**config.mk**
```make
export PLATFORM = sky130hd
export DESIGN_NAME = lsiv_div
export DESIGN_NICKNAME = d
export VERILOG_FILES = /design/src/lsiv_pkg.sv /design/src/lsiv_div.sv
export SDC_FILE = /design/constraint.sdc
export NUM_CORES = 1
export LEC_CHECK = 0
export ABC_AREA = 0
export BUFFER_PORTS_ARGS = -buffer_cell sky130_fd_sc_hd__buf_2
export CORE_UTILIZATION = 25
export CTS_BUF_LIST = sky130_fd_sc_hd__clkbuf_8
export CTS_CLUSTER_SIZE = 12
export DETAILED_ROUTE_END_ITERATION = 10
export RECOVER_POWER = 50
export SKIP_CTS_REPAIR_TIMING = 1
export SYNTH_ARGS = -nofsm -noshare
export SYNTH_HDL_FRONTEND = slang
export SYNTH_SLANG_ARGS = --single-unit
```
**constraint.sdc**
```tcl
create_clock -name clk -period 3.6 [get_ports clk]
set_clock_uncertainty 0.15 [all_clocks]
set_input_delay 1.08 -clock clk [delete_from_list [all_inputs] [get_ports clk]]
set_output_delay 1.08 -clock clk [all_outputs]
set_load 0.02 [all_outputs]
```
**src/lsiv_pkg.sv**
```systemverilog
package lsiv_pkg;

    localparam int MAX_SEGMENTS_DEF = 64;
    localparam int COORD_BITS_DEF   = 10;
    localparam int HEIGHT_BITS      = 10;
    localparam int DIST_BITS        = 8;
    localparam int CFG_INDEX_BITS   = 1;
    localparam logic [HEIGHT_BITS-1:0] HEIGHT_RESET = 10'd60;
    localparam logic [DIST_BITS-1:0]   DIST_RESET   = 8'd5;

    // configuration register indexes
    localparam logic [CFG_INDEX_BITS-1:0] REG_IMAGE_HEIGHT     = 1'b0;
    localparam logic [CFG_INDEX_BITS-1:0] REG_CLUSTER_DISTANCE = 1'b1;

    // sequencer states
    typedef enum logic [3:0] {
        ST_LOAD,
        ST_MUL_A,
        ST_MUL_B,
        ST_DIV,
        ST_STORE,
        ST_ROW_RD,
        ST_VOTE_RD,
        ST_VOTE_CMP,
        ST_SEL_RD,
        ST_SEL_CMP,
        ST_EMIT
    } state_t;

    // divider control between sequencer and shared divider
    typedef struct packed {
        logic start;
    } div_ctrl_t;

    typedef struct packed {
        logic busy;
        logic done;
    } div_stat_t;

endpackage

```
**src/lsiv_div.sv**
```systemverilog
// signed restoring divider, one quotient bit per cycle, truncates toward zero
module lsiv_div #(
    parameter int NUM_BITS = 32,
    parameter int DEN_BITS = 16
) (
    input  logic                       clk,
    input  logic                       rst_n,
    input  lsiv_pkg::div_ctrl_t        ctrl,
    input  logic signed [NUM_BITS-1:0] numer,
    input  logic signed [DEN_BITS-1:0] denom,
    output lsiv_pkg::div_stat_t        stat,
    output logic signed [NUM_BITS-1:0] quot
);
    localparam int CNT_BITS = $clog2(NUM_BITS + 1);

    logic [NUM_BITS-1:0] q_reg, q_next;
    logic [DEN_BITS:0]   r_reg, r_next;
    logic [DEN_BITS-1:0] d_reg, d_next;
    logic                neg_reg, neg_next;
    logic [CNT_BITS-1:0] cnt_reg, cnt_next;
    logic                busy_reg, busy_next;
    logic                done_reg, done_next;
    logic [DEN_BITS:0]   trial;
    logic [DEN_BITS+1:0] diff;

    // one shift-subtract step per cycle
    always_comb
    begin
        q_next    = q_reg;
        r_next    = r_reg;
        d_next    = d_reg;
        neg_next  = neg_reg;
        cnt_next  = cnt_reg;
        busy_next = busy_reg;
        done_next = 1'b0;
        trial     = {r_reg[DEN_BITS-1:0], q_reg[NUM_BITS-1]};
        diff      = {1'b0, trial} - {2'b00, d_reg};
        if (ctrl.start) begin
            q_next    = numer[NUM_BITS-1] ? NUM_BITS'(-numer) : NUM_BITS'(numer);
            d_next    = denom[DEN_BITS-1] ? DEN_BITS'(-denom) : DEN_BITS'(denom);
            neg_next  = numer[NUM_BITS-1] ^ denom[DEN_BITS-1];
            r_next    = '0;
            cnt_next  = CNT_BITS'(NUM_BITS);
            busy_next = 1'b1;
        end else if (busy_reg) begin
            if (!diff[DEN_BITS+1]) begin
                r_next = diff[DEN_BITS:0];
                q_next = {q_reg[NUM_BITS-2:0], 1'b1};
            end else begin
                r_next = trial;
                q_next = {q_reg[NUM_BITS-2:0], 1'b0};
            end
            cnt_next = cnt_reg - 1'b1;
            if (cnt_reg == CNT_BITS'(1)) begin
                busy_next = 1'b0;
                done_next = 1'b1;
            end
        end
    end

    always_ff @(posedge clk or negedge rst_n)
    begin
        if (!rst_n) begin
            busy_reg <= 1'b0;
            done_reg <= 1'b0;
            cnt_reg  <= '0;
        end else begin
            busy_reg <= busy_next;
            done_reg <= done_next;
            cnt_reg  <= cnt_next;
        end
    end

    always_ff @(posedge clk)
    begin
        q_reg   <= q_next;
        r_reg   <= r_next;
        d_reg   <= d_next;
        neg_reg <= neg_next;
    end

    assign quot      = neg_reg ? NUM_BITS'(-q_reg) : NUM_BITS'(q_reg);
    assign stat.busy = busy_reg;
    assign stat.done = done_reg;

    // the step counter stays within range while busy
    assert property (@(posedge clk) disable iff (!rst_n)
        busy_reg |-> (cnt_reg != '0))
        else $error("divider busy with zero step count");
    // done is a single pulse
    assert property (@(posedge clk) disable iff (!rst_n)
        done_reg |=> !done_reg)
        else $error("divider done held");
    // a start while idle makes it busy
    assert property (@(posedge clk) disable iff (!rst_n)
        ctrl.start |=> busy_reg)
        else $error("divider did not start");
endmodule
```
Word level (Yosys, flattened, before mapping)
Index checks and enable logic that the tools add are counted.
- $add $sub $neg: 5
- multipliers: 0
- div/mod/pow operators: 0
- $lt $le $gt $ge: 0
- eq/ne operators: 1
- shift operators: 0
- muxes and demuxes: 15
- bitwise gates (word level): 1
- reduce and logical (&&, ||, !) cells: 1
- operators with widths (kind ; count):
    32-bit two-way mux ; 4
    32-bit negation ; 2
    17-bit by 16-bit subtractor with 18-bit output ; 1
    16-bit two-way mux ; 1
    16-bit negation ; 1
    15-bit two-way mux ; 1
    6-bit two-way mux ; 2
    1-bit two-way mux ; 7
    6-bit by 1-bit == test with 1-bit output, second input constant ; 1
    6-bit by 1-bit subtractor with 6-bit output, second input constant ; 1
    2-bit nonzero test ; 1
    1-bit bitwise XOR ; 1
- register bits: 73
- bits in latches: 0
- RAM bits: 0
- memory bits (read-only): 0
- bits of input ports: 51
- memories: 0

Logic depth before layout (Yosys ltp)
Gate-level depths: netlist of the first run.
- depth after elaboration: 4
- gate-level depth with buffers: 10
- depth with buffers taken out: 10

Worst setup path before layout of the first run
No wires, ideal clock.
- path type: register to output
- start point: register q_reg[12]
- end point: output quot[28]
- arrival time: 2.189 ns
- setup slack: 0.181 ns
- stages on the path, launching flop included: 7
- cells stage by stage: edfxtp_1 -> or4_4 -> or3_4 -> nand4b_4 -> or2_4 -> o31ai_4 -> xnor2_1
- longest elaborated chain between the ends: 2
- RTL lines (element ; line ; source):
    start, declared ; lsiv_div.sv:16 ; logic [NUM_BITS-1:0] q_reg, q_next;
    start signal, assigned ; lsiv_div.sv:76 ; q_reg <= q_next;
    32-bit negation ; lsiv_div.sv:82 ; assign quot = neg_reg ? NUM_BITS'(-q_reg) : NUM_BITS'(q_reg);
    32-bit two-way mux ; lsiv_div.sv:82 ;
    end, declared ; lsiv_div.sv:12 ; output logic signed [NUM_BITS-1:0] quot
Every way passes these cells.

Worst setup path in the final report of the first run
- start point: register q_reg[13]
- end point: output quot[28]
Same word-level chain as after synthesis.

==> flow_metrics.py, run 1 <==
metrics = {
    "setup_path": {
        "r2r_end": "r_reg[10]",
        "r2r_slack_ns": 0.54,
        "critPathMaxFanout": 5,
        "r2r-start": "q_reg[31]",
        "crit_type": "reg2out",
        "critical_path.slowest_cell": "or4_4",
        "worstSetupStartpointType": "flop",
        "critical_path_required_ns": 2.37,
        "crit_chain": "or4_4, or3_4, nand4b_4, or2_4, o31ai_4, xnor2_1, buf_4",
        "endpoint_kind": "primary output",
        "cp_slowest_stage_delay_ns": 0.56,
        "critPathArrivalTime_ns": 2.67,
        "r2r_cells": 10,
    },
    "power": {
        "power.density_nw_per_um2": 523,
        "p_leak_nw": 2.67,
        "max-vdd-ir-drop_uv": 176,
    },
    "timing": {
        "slew_violations": 90,
        "period_minus_slack_ns": 3.90,
        "holdWs_ns": 0.357,
        "hold_violations": 0,
        "tightestPinTransition_ns": 1.87,
        "fin_ws_ns": -0.301,
        "relSlewSlack_pct": -24.5,
        "rsz0062_at_grt": "true",
        "period_share_pct": 108,
        "fmax_ghz": 0.256,
        "setup_violations": 16,
    },
    "hold_path": {
        "hold_end": "r_reg[3]",
        "hp-class": "reg2reg",
        "min_from": "r_reg[2]",
        "hold_depth": 2,
    },
    "global_route": {
        "grt_pass1_wl_mm": 22.2,
        "antenna_found_initial": 0,
        "first_global_vias": 4458,
        "track_usage_pct": 12.4,
        "grt_max_degree": 90,
        "gr-total-overflow": 0,
    },
    "synth": {
        "synthMostInstantiatedCell": "xnor2_1",
        "synthesis.area_um2": 5490,
        "synth_area_leader_cell": "edfxtp_1",
        "ys_seq_area_share_pct": 36.3,
        "syn_avg_cell_area_um2": 9.07,
        "synth_edf_count": 49,
        "synthTopCellsByArea": "edfxtp_1 27%, xnor2_1 9.1%, dfxtp_1 5.8%, ha_1 4.8%, xor2_1 4.6%",
        "synth_warnings": 0,
        "synth_cell_types": 65,
        "async_flop_share_pct": 11.0,
        "synthTopCellsByCount": "57 x xnor2_1, 52 x nor2_1, 49 x edfxtp_1, 43 x a21oi_1, 42 x nand2_1",
        "ys.flop_type": "edfxtp_1",
        "syn_inst": 605,
        "syn_nets": 678,
        "synth_top_area_share_pct": 26.8,
        "synth-seq-cells": 73,
    },
    "clock_tree": {
        "clock-root-buffer": "clkbuf_8",
        "clock_sink_count": 73,
        "cts_tree": "yes",
        "htreeDepth": 3,
        "cts_inserted_buffers": 9,
        "clk_pin_slew_ns": 0.09,
        "clkLatencyLatePin_ns": 0.37,
        "clockBufferDepth": 2,
    },
    "place": {
        "gp_congestion": 0.842,
        "portBuffers": 84,
        "hpwl_mm": 10.1,
        "place_area_um2": 6350,
        "dp_cells": 963,
        "place_ws_ns": 0.00864,
    },
    "finish": {
        "final_cell_count_no_fill": 983,
        "layout-drive-gt1-share_pct": 23.8,
        "area_delta_synth_final_pct": 22.1,
        "final_cell_area_um2": 6700,
        "largest_register_ffs": 32,
        "layout.nets": 775,
    },
    "floorplan": {
        "ios": 85,
        "rows": 53,
        "die_w_um": 150,
        "initial_utilization_pct": 25.8,
        "core_um2": 21300,
        "die_area_um2": 22500,
        "dieHeight_um": 150,
    },
    "routing": {
        "drtAntennaViolNets": 0,
        "drt-initial-drc-count": 211,
        "first_pass_iters": 4,
        "vias": 4751,
        "drt-total-wl_mm": 13.7,
        "vias_per_cell": 4.83,
        "drc": 0,
        "wire_per_inst_um": 13.9,
    },
    "status": {
        "violations": "capacitance limit, slew limit, setup timing",
        "outcome": "finished, violations left",
    },
    "run": {
        "maxCapViolations": 1,
    },
}
==> layer usage <==
| layer | GRT usage [%] | up-vias | wire (um) |
|---|---|---|---|
| li1 | - | 2425 | - |
| met1 | 16.9 | 2202 | 6530 |
| met2 | 20.0 | 107 | 6450 |
| met3 | 2.30 | 17 | 534 |
| met4 | 3.69 | 0 | 195 |
| met5 | 0 | - | 0 |
==> power by group <==
part,switching [W],leakage (nW),internal [W]
Combinational,0.000916,1.85,0.000690
Sequential,0.000162,0.722,0.00109
Clock,0.000329,0.0970,0.000320
==> worst max-delay path, delay by kind of cell, from the launching register on <==
| kind | cells | cell delay, ns |
|---|---|---|
| and+or+nand+nor | 4 | 1.42 |
| DFF | 1 | 0.40 |
| xor gates and xnor gates | 1 | 0.14 |
| AOI/OAI and AO/OA | 1 | 0.18 |
| buffers and inverters | 1 | 0.16 |
==> through the flow <==
step / power [W] / TNS [ns] / util, %
after floorplan: 0.00238 / 0 / -
after global placement: 0.00281 / -0.00148 / 29.8
after detailed placement: 0.00282 / 0 / 29.8
after CTS: 0.00350 / -4.11 / 30.8
after global routing: 0.00379 / -4.69 / 31.5
final: 0.00351 / -2.35 / 31.5
==> how the worst max path moves through the flow <==
stage	start	endpoint	slack (ns)	cells after the start
global placement	numer[8]	q_reg[30]	-0.001	8
CTS	q_reg[13]	quot[21]	-0.33	6
floorplan	q_reg[12]	quot[28]	0.18	6
finish	q_reg[13]	quot[28]	-0.30	7
detailed placement	numer[8]	q_reg[30]	0.009	8
global route	q_reg[13]	quot[28]	-0.41	7
==> cells by family after synthesis <==
logic type,after synthesis,synth area share [%]
buffers and inverters,62,4.47
multiplexers,7,1.41
AND/OR/NAND/NOR,186,18.1
XOR/XNOR,86,13.7
AO/OA/AOI/OAI,169,20.8
flip-flops,73,36.3
adder cells (fa/ha/maj),22,5.15
==> placed cells by master (no fill, tap or decap), drive strengths merged, types with 6 or more instances in the layout <==
cell	count
nor2	52
and2	6
nand2	42
o31ai	24
nor4	8
inv	34
nand2b	6
or3	10
a311oi	6
o41ai	12
clkbuf	18
a21oi	43
o211ai	7
xnor2	57
o21ai	41
ha	21
dfxtp	16
buf	106
dfrtp	8
edfxtp	49
mux2	6
or2	6
nor3	15
a21o	8
nand3	14
xor2	29
or4	11
==> area by class of cell <==
cell class	instances	area, um^2
fill	2229	14600
multi-input combinational	470	3380
sequential	73	1990
timing repair buffer	115	664
tap	275	344
clock buffer	9	124
inverter	33	124
clock inverter	7	71.3
antenna	1	2.50
Power figures use the tool's default switching activity.
==> run 2, diff against run 1 <==
PLACE_DENSITY = 0.42   (was not set)
==> run 2 against run 1 <==
- the flow finishes with violations (setup timing)
- count of clock-buffer cells in the layout up 1
- register-to-register slack better by 0.04 ns
- total power increased by 1.7%
- critical endpoint unchanged
==> flow_metrics.py, run 2 (synthesis gave the netlist of run 1 again) <==
metrics = {
    "routing": {
        "drt-initial-drc-count": 274,
        "drt-total-wl_mm": 14.3,
        "drc": 0,
        "met3_wirelength_um": 471,
        "wl_met1_mm": 7.22,
        "drtAntennaViolNets": 0,
        "vias_per_cell": 4.80,
        "dr_wl_met2_mm": 6.45,
        "wire_per_inst_um": 14.6,
        "vias": 4718,
        "first_pass_iters": 6,
        "routed.top_layer": "met4",
    },
    "clock_tree": {
        "htreeDepth": 3,
        "clkLatencyLatePin_ns": 0.37,
        "clk_pin_slew_ns": 0.08,
        "cts_inserted_buffers": 9,
        "clock-root-buffer": "clkbuf_8",
        "clockBufferDepth": 2,
        "cts_tree": "yes",
        "clock_sink_count": 73,
    },
    "floorplan": {
        "rows": 53,
        "initial_utilization_pct": 25.8,
        "die_area_um2": 22500,
        "die_w_um": 150,
        "dieHeight_um": 150,
        "ios": 85,
        "core_um2": 21300,
    },
    "status": {
        "outcome": "finished, violations left",
        "violations": "setup timing",
    },
    "global_route": {
        "gr-total-overflow": 0,
        "grt_pass1_wl_mm": 22.6,
        "antenna_found_initial": 0,
        "grt_max_degree": 54,
        "first_global_vias": 4492,
        "track_usage_pct": 12.7,
    },
    "timing": {
        "period_share_pct": 107,
        "fin_ws_ns": -0.267,
        "period_minus_slack_ns": 3.87,
        "rsz0062_at_grt": "true",
        "fmax_ghz": 0.259,
        "relSlewSlack_pct": 25.1,
        "slew_violations": 0,
        "setup_violations": 14,
        "hold_violations": 0,
        "tightestPinTransition_ns": 1.12,
    },
    "setup_path": {
        "path_buf_inv": 1,
        "r2r-start": "q_reg[31]",
        "r2r_slack_ns": 0.58,
        "cp_slowest_stage_delay_ns": 0.55,
        "critPathLaunch": "q_reg[13]",
        "crit_chain": "or4_4, or3_4, nand4b_4, or2_4, o31ai_4, xnor2_1, buf_4",
        "r2r_end": "r_reg[10]",
        "crit_type": "reg2out",
        "critical_path.slowest_cell": "or4_4",
        "endpoint_kind": "primary output",
        "crit_family": "simple AND/OR/NAND/NOR gates",
        "critPathMaxFanout": 4,
        "worstSetupStartpointType": "flop",
        "critPathArrivalTime_ns": 2.64,
        "cp_num_cells": 7,
        "critical_path_required_ns": 2.37,
        "r2r_cells": 10,
    },
    "finish": {
        "final_cell_area_um2": 6780,
        "multi_input_comb_area_um2": 3430,
        "area.sequential_um2": 1990,
        "mostFrequentLayoutCell": "buf_2",
        "largest_register_ffs": 32,
        "area_delta_synth_final_pct": 23.5,
        "fillers": 2249,
        "layout.nets": 776,
        "final_cell_mix": "63 x buf_2, 57 x xnor2_1, 52 x nor2_1",
        "diodes": 0,
        "layout-drive-gt1-share_pct": 24.2,
    },
    "power": {
        "max-vdd-ir-drop_uv": 168,
        "p_leak_nw": 2.71,
        "power.density_nw_per_um2": 526,
    },
    "place": {
        "gp_congestion": 0.804,
        "portBuffers": 84,
        "place_area_um2": 6360,
        "place_ws_ns": 0.0341,
        "hpwl_mm": 11.2,
    },
    "hold_path": {
        "hp-class": "reg2reg",
        "hold_end": "r_reg[5]",
        "min_from": "r_reg[5]",
        "hold_depth": 2,
    },
    "run": {
        "maxCapViolations": 0,
    },
}
==> run 2: cell count changes in the layout (fill, tap and decap cells not counted), moves of 2 or more <==
cell	delta
inv_4	+2
o21ai_2	+2
clkinvlp_4	-2
buf_4	+2
o31ai_4	+2
clkbuf_1	+2
buf_2	-4
==> run 2: area by class of cell <==
type	instances	area share, %
clock buffers	10	2.03
multi-input cells	470	50.7
clock inverters	6	0.960
flip-flops and latches	73	29.4
well taps	275	5.08
repair buffers	116	10.0
inverters	33	1.83
==> run 2: stage by stage <==
step	util [%]	hold slack (ns)	total power [W]	instances	TNS, ns
2_1_floorplan	-	0.320	0.00238	605	0
3_3_place_gp	29.9	0.355	0.00284	965	0
3_5_place_dp	29.9	0.358	0.00284	965	0
4_1_cts	30.8	0.370	0.00354	981	-4.62
5_1_grt	31.8	0.395	0.00382	983	-4.52
6_report	31.8	0.361	0.00357	983	-2.28
==> run 2: worst max path at each step <==
stage | end | slack, ns
6_report | quot[28] | -0.27
5_1_grt | quot[28] | -0.39
4_1_cts | quot[27] | -0.35
3_5_place_dp | q_reg[30] | 0.03
3_3_place_gp | q_reg[30] | 0.04
2_1_floorplan | quot[28] | 0.18
==> run 2: per-layer routing <==
layer  GRT usage (%)  up-vias
li1                -     2424
met5               0        -
met1            17.8     2182
met4            4.39        0
met2            19.8       99
met3            1.85       13
==> run 2: report_power, final <==
part	total (W)	internal [W]	switching [W]
clock network	0.000676	0.000341	0.000336
registers	0.00127	0.00109	0.000176
logic	0.00162	0.000697	0.000927
total	0.00357	0.00213	0.00144
==> run 2: worst reg2reg max path, stage by stage (launching register included) <==
cell      delay (ns)
edfxtp_1        0.46
inv_1           0.15
ha_1            0.19
inv_1           0.06
fa_1            0.40
a21o_1          0.23
a221o_1         0.41
or4_1           0.50
a41oi_1         0.15
o21ai_0         0.11
o311a_1         0.13
==> run 3, diff against run 2 <==
CORE_UTILIZATION = 43   (was 25)
PLACE_DENSITY = 0.63   (was 0.42)
==> run 3 against run 2 <==
- the flow finishes with violations (capacitance limit, slew limit, setup timing)
- die area decreased by 41%
- design area decreased by 2.4%
- via count rose by 3.1%
- wire length is 5.3% lower
- sequential share of layout area is 0.71 points higher
- total power shrank 2.7%
- flip-flop and latch count stayed put
- clock power is 15% lower
- sequential power barely moved
- global-route usage is 7.8 points higher
- non-clock buffer count did not move
- combinational power about the same
==> flow_metrics.py, run 3 (synthesis gave the netlist of run 1 again) <==
metrics = {
    "status": {
        "outcome": "finished, violations left",
        "violations": "capacitance limit, slew limit, setup timing",
    },
    "finish": {
        "area_delta_synth_final_pct": 20.5,
        "fillers": 1155,
        "final_cell_mix": "60 x buf_2, 57 x xnor2_1, 52 x nor2_1",
        "area.sequential_um2": 1990,
        "multi_input_comb_area_um2": 3420,
        "mostFrequentLayoutCell": "buf_2",
        "layout-drive-gt1-share_pct": 23.3,
        "final_core_util_pct": 54.2,
        "diodes": 0,
        "final_cell_area_um2": 6620,
        "layout.nets": 776,
        "largest_register_ffs": 32,
    },
    "timing": {
        "fmax_ghz": 0.259,
        "setup_violations": 15,
        "slew_violations": 79,
        "period_minus_slack_ns": 3.86,
        "tns_ns": -2.35,
        "relSlewSlack_pct": -6.12,
        "fin_ws_ns": -0.258,
        "hold_violations": 0,
        "period_share_pct": 107,
        "rsz0062_at_grt": "true",
        "tightestPinTransition_ns": 1.59,
    },
    "setup_path": {
        "r2r-start": "q_reg[31]",
        "endpoint_kind": "primary output",
        "critPathArrivalTime_ns": 2.63,
        "r2r_end": "r_reg[10]",
        "r2r_cells": 10,
        "critical_path_required_ns": 2.37,
        "crit_type": "reg2out",
        "worstSetupStartpointType": "flop",
        "r2r_slack_ns": 0.63,
        "critPathMaxFanout": 4,
    },
    "power": {
        "p_leak_nw": 2.71,
        "power.density_nw_per_um2": 525,
        "max-vdd-ir-drop_uv": 171,
        "finalPower_w": 0.00347,
    },
    "routing": {
        "drc": 0,
        "drtAntennaViolNets": 0,
        "wl_met1_mm": 6.42,
        "vias": 4862,
        "dr_wl_met2_mm": 6.48,
        "vias_per_cell": 5.55,
        "wire_per_inst_um": 15.5,
        "routed.top_layer": "met4",
        "drt-initial-drc-count": 300,
        "first_pass_iters": 5,
        "met3_wirelength_um": 512,
        "drt-total-wl_mm": 13.6,
    },
    "place": {
        "place_area_um2": 6180,
        "portBuffers": 84,
        "hpwl_mm": 10.1,
        "gp_congestion": 0.865,
        "place_ws_ns": -0.0254,
    },
    "clock_tree": {
        "clock-root-buffer": "clkbuf_8",
        "cts_tree": "yes",
        "clk_pin_slew_ns": 0.08,
        "clkLatencyLatePin_ns": 0.36,
        "clockBufferDepth": 2,
        "htreeDepth": 3,
        "cts_inserted_buffers": 9,
        "clock_sink_count": 73,
    },
    "global_route": {
        "track_usage_pct": 20.5,
        "first_global_vias": 4401,
        "grt_max_degree": 79,
        "gr-total-overflow": 0,
        "antenna_found_initial": 0,
        "grt_pass1_wl_mm": 21.4,
    },
    "floorplan": {
        "initial_utilization_pct": 44.9,
        "ios": 85,
        "die_w_um": 115,
        "core_um2": 12200,
        "die_area_um2": 13200,
        "rows": 40,
        "dieHeight_um": 115,
    },
    "hold_path": {
        "hp-class": "reg2reg",
        "hold_depth": 2,
        "min_from": "r_reg[5]",
        "hold_end": "r_reg[5]",
    },
    "run": {
        "maxCapViolations": 1,
    },
}
[run 3: cell types whose count changed in the layout (fill, tap and decap cells not counted), moves of 3 or more]
| cell | change |
|---|---|
| o21ai_2 | -3 |
| inv_1 | +3 |
| o21ai_1 | +3 |
| buf_2 | -3 |
[run 3: where the power goes]
group          switching [W]  internal, W  total [W]
Sequential          0.000177      0.00109    0.00127
Clock               0.000311     0.000261   0.000572
Combinational       0.000921     0.000710    0.00163
Total                0.00141      0.00206    0.00347
[run 3: layout make-up]
cell class	instances	area share [%]
clock buffer	10	2.08
clock inverter	6	0.454
inverter	33	1.87
multi-input combinational	470	51.7
sequential	73	30.1
tap	168	3.18
timing repair buffer	116	10.6
[run 3: worst max path at each step]
stage / from / endpoint / cells past startpoint
2_1_floorplan: q_reg[12] / quot[28] / 6
3_3_place_gp: numer[8] / q_reg[29] / 7
3_5_place_dp: q_reg[5] / quot[29] / 7
4_1_cts: q_reg[5] / quot[29] / 7
5_1_grt: q_reg[5] / quot[31] / 7
6_report: q_reg[13] / quot[28] / 7
[run 3: critical path, stage by stage (launching register included)]
cell      delay, ns
edfxtp_1       0.39
or4_4          0.56
or3_4          0.35
nand4b_4       0.19
or2_4          0.29
o31ai_4        0.17
xnor2_1        0.15
buf_4          0.17
[run 3: per-stage QoR]
step	hold WS [ns]	std cells
5_1_grt	0.381	876
2_1_floorplan	0.320	605
6_report	0.360	876
3_5_place_dp	0.342	849
3_3_place_gp	0.338	849
4_1_cts	0.361	865
[run 3: per-layer routing]
metal | vias up | track usage (%)
met2 | 116 | 33.7
li1 | 2424 | -
met5 | - | 0
met3 | 14 | 2.64
met4 | 0 | 7.27
met1 | 2308 | 27.8
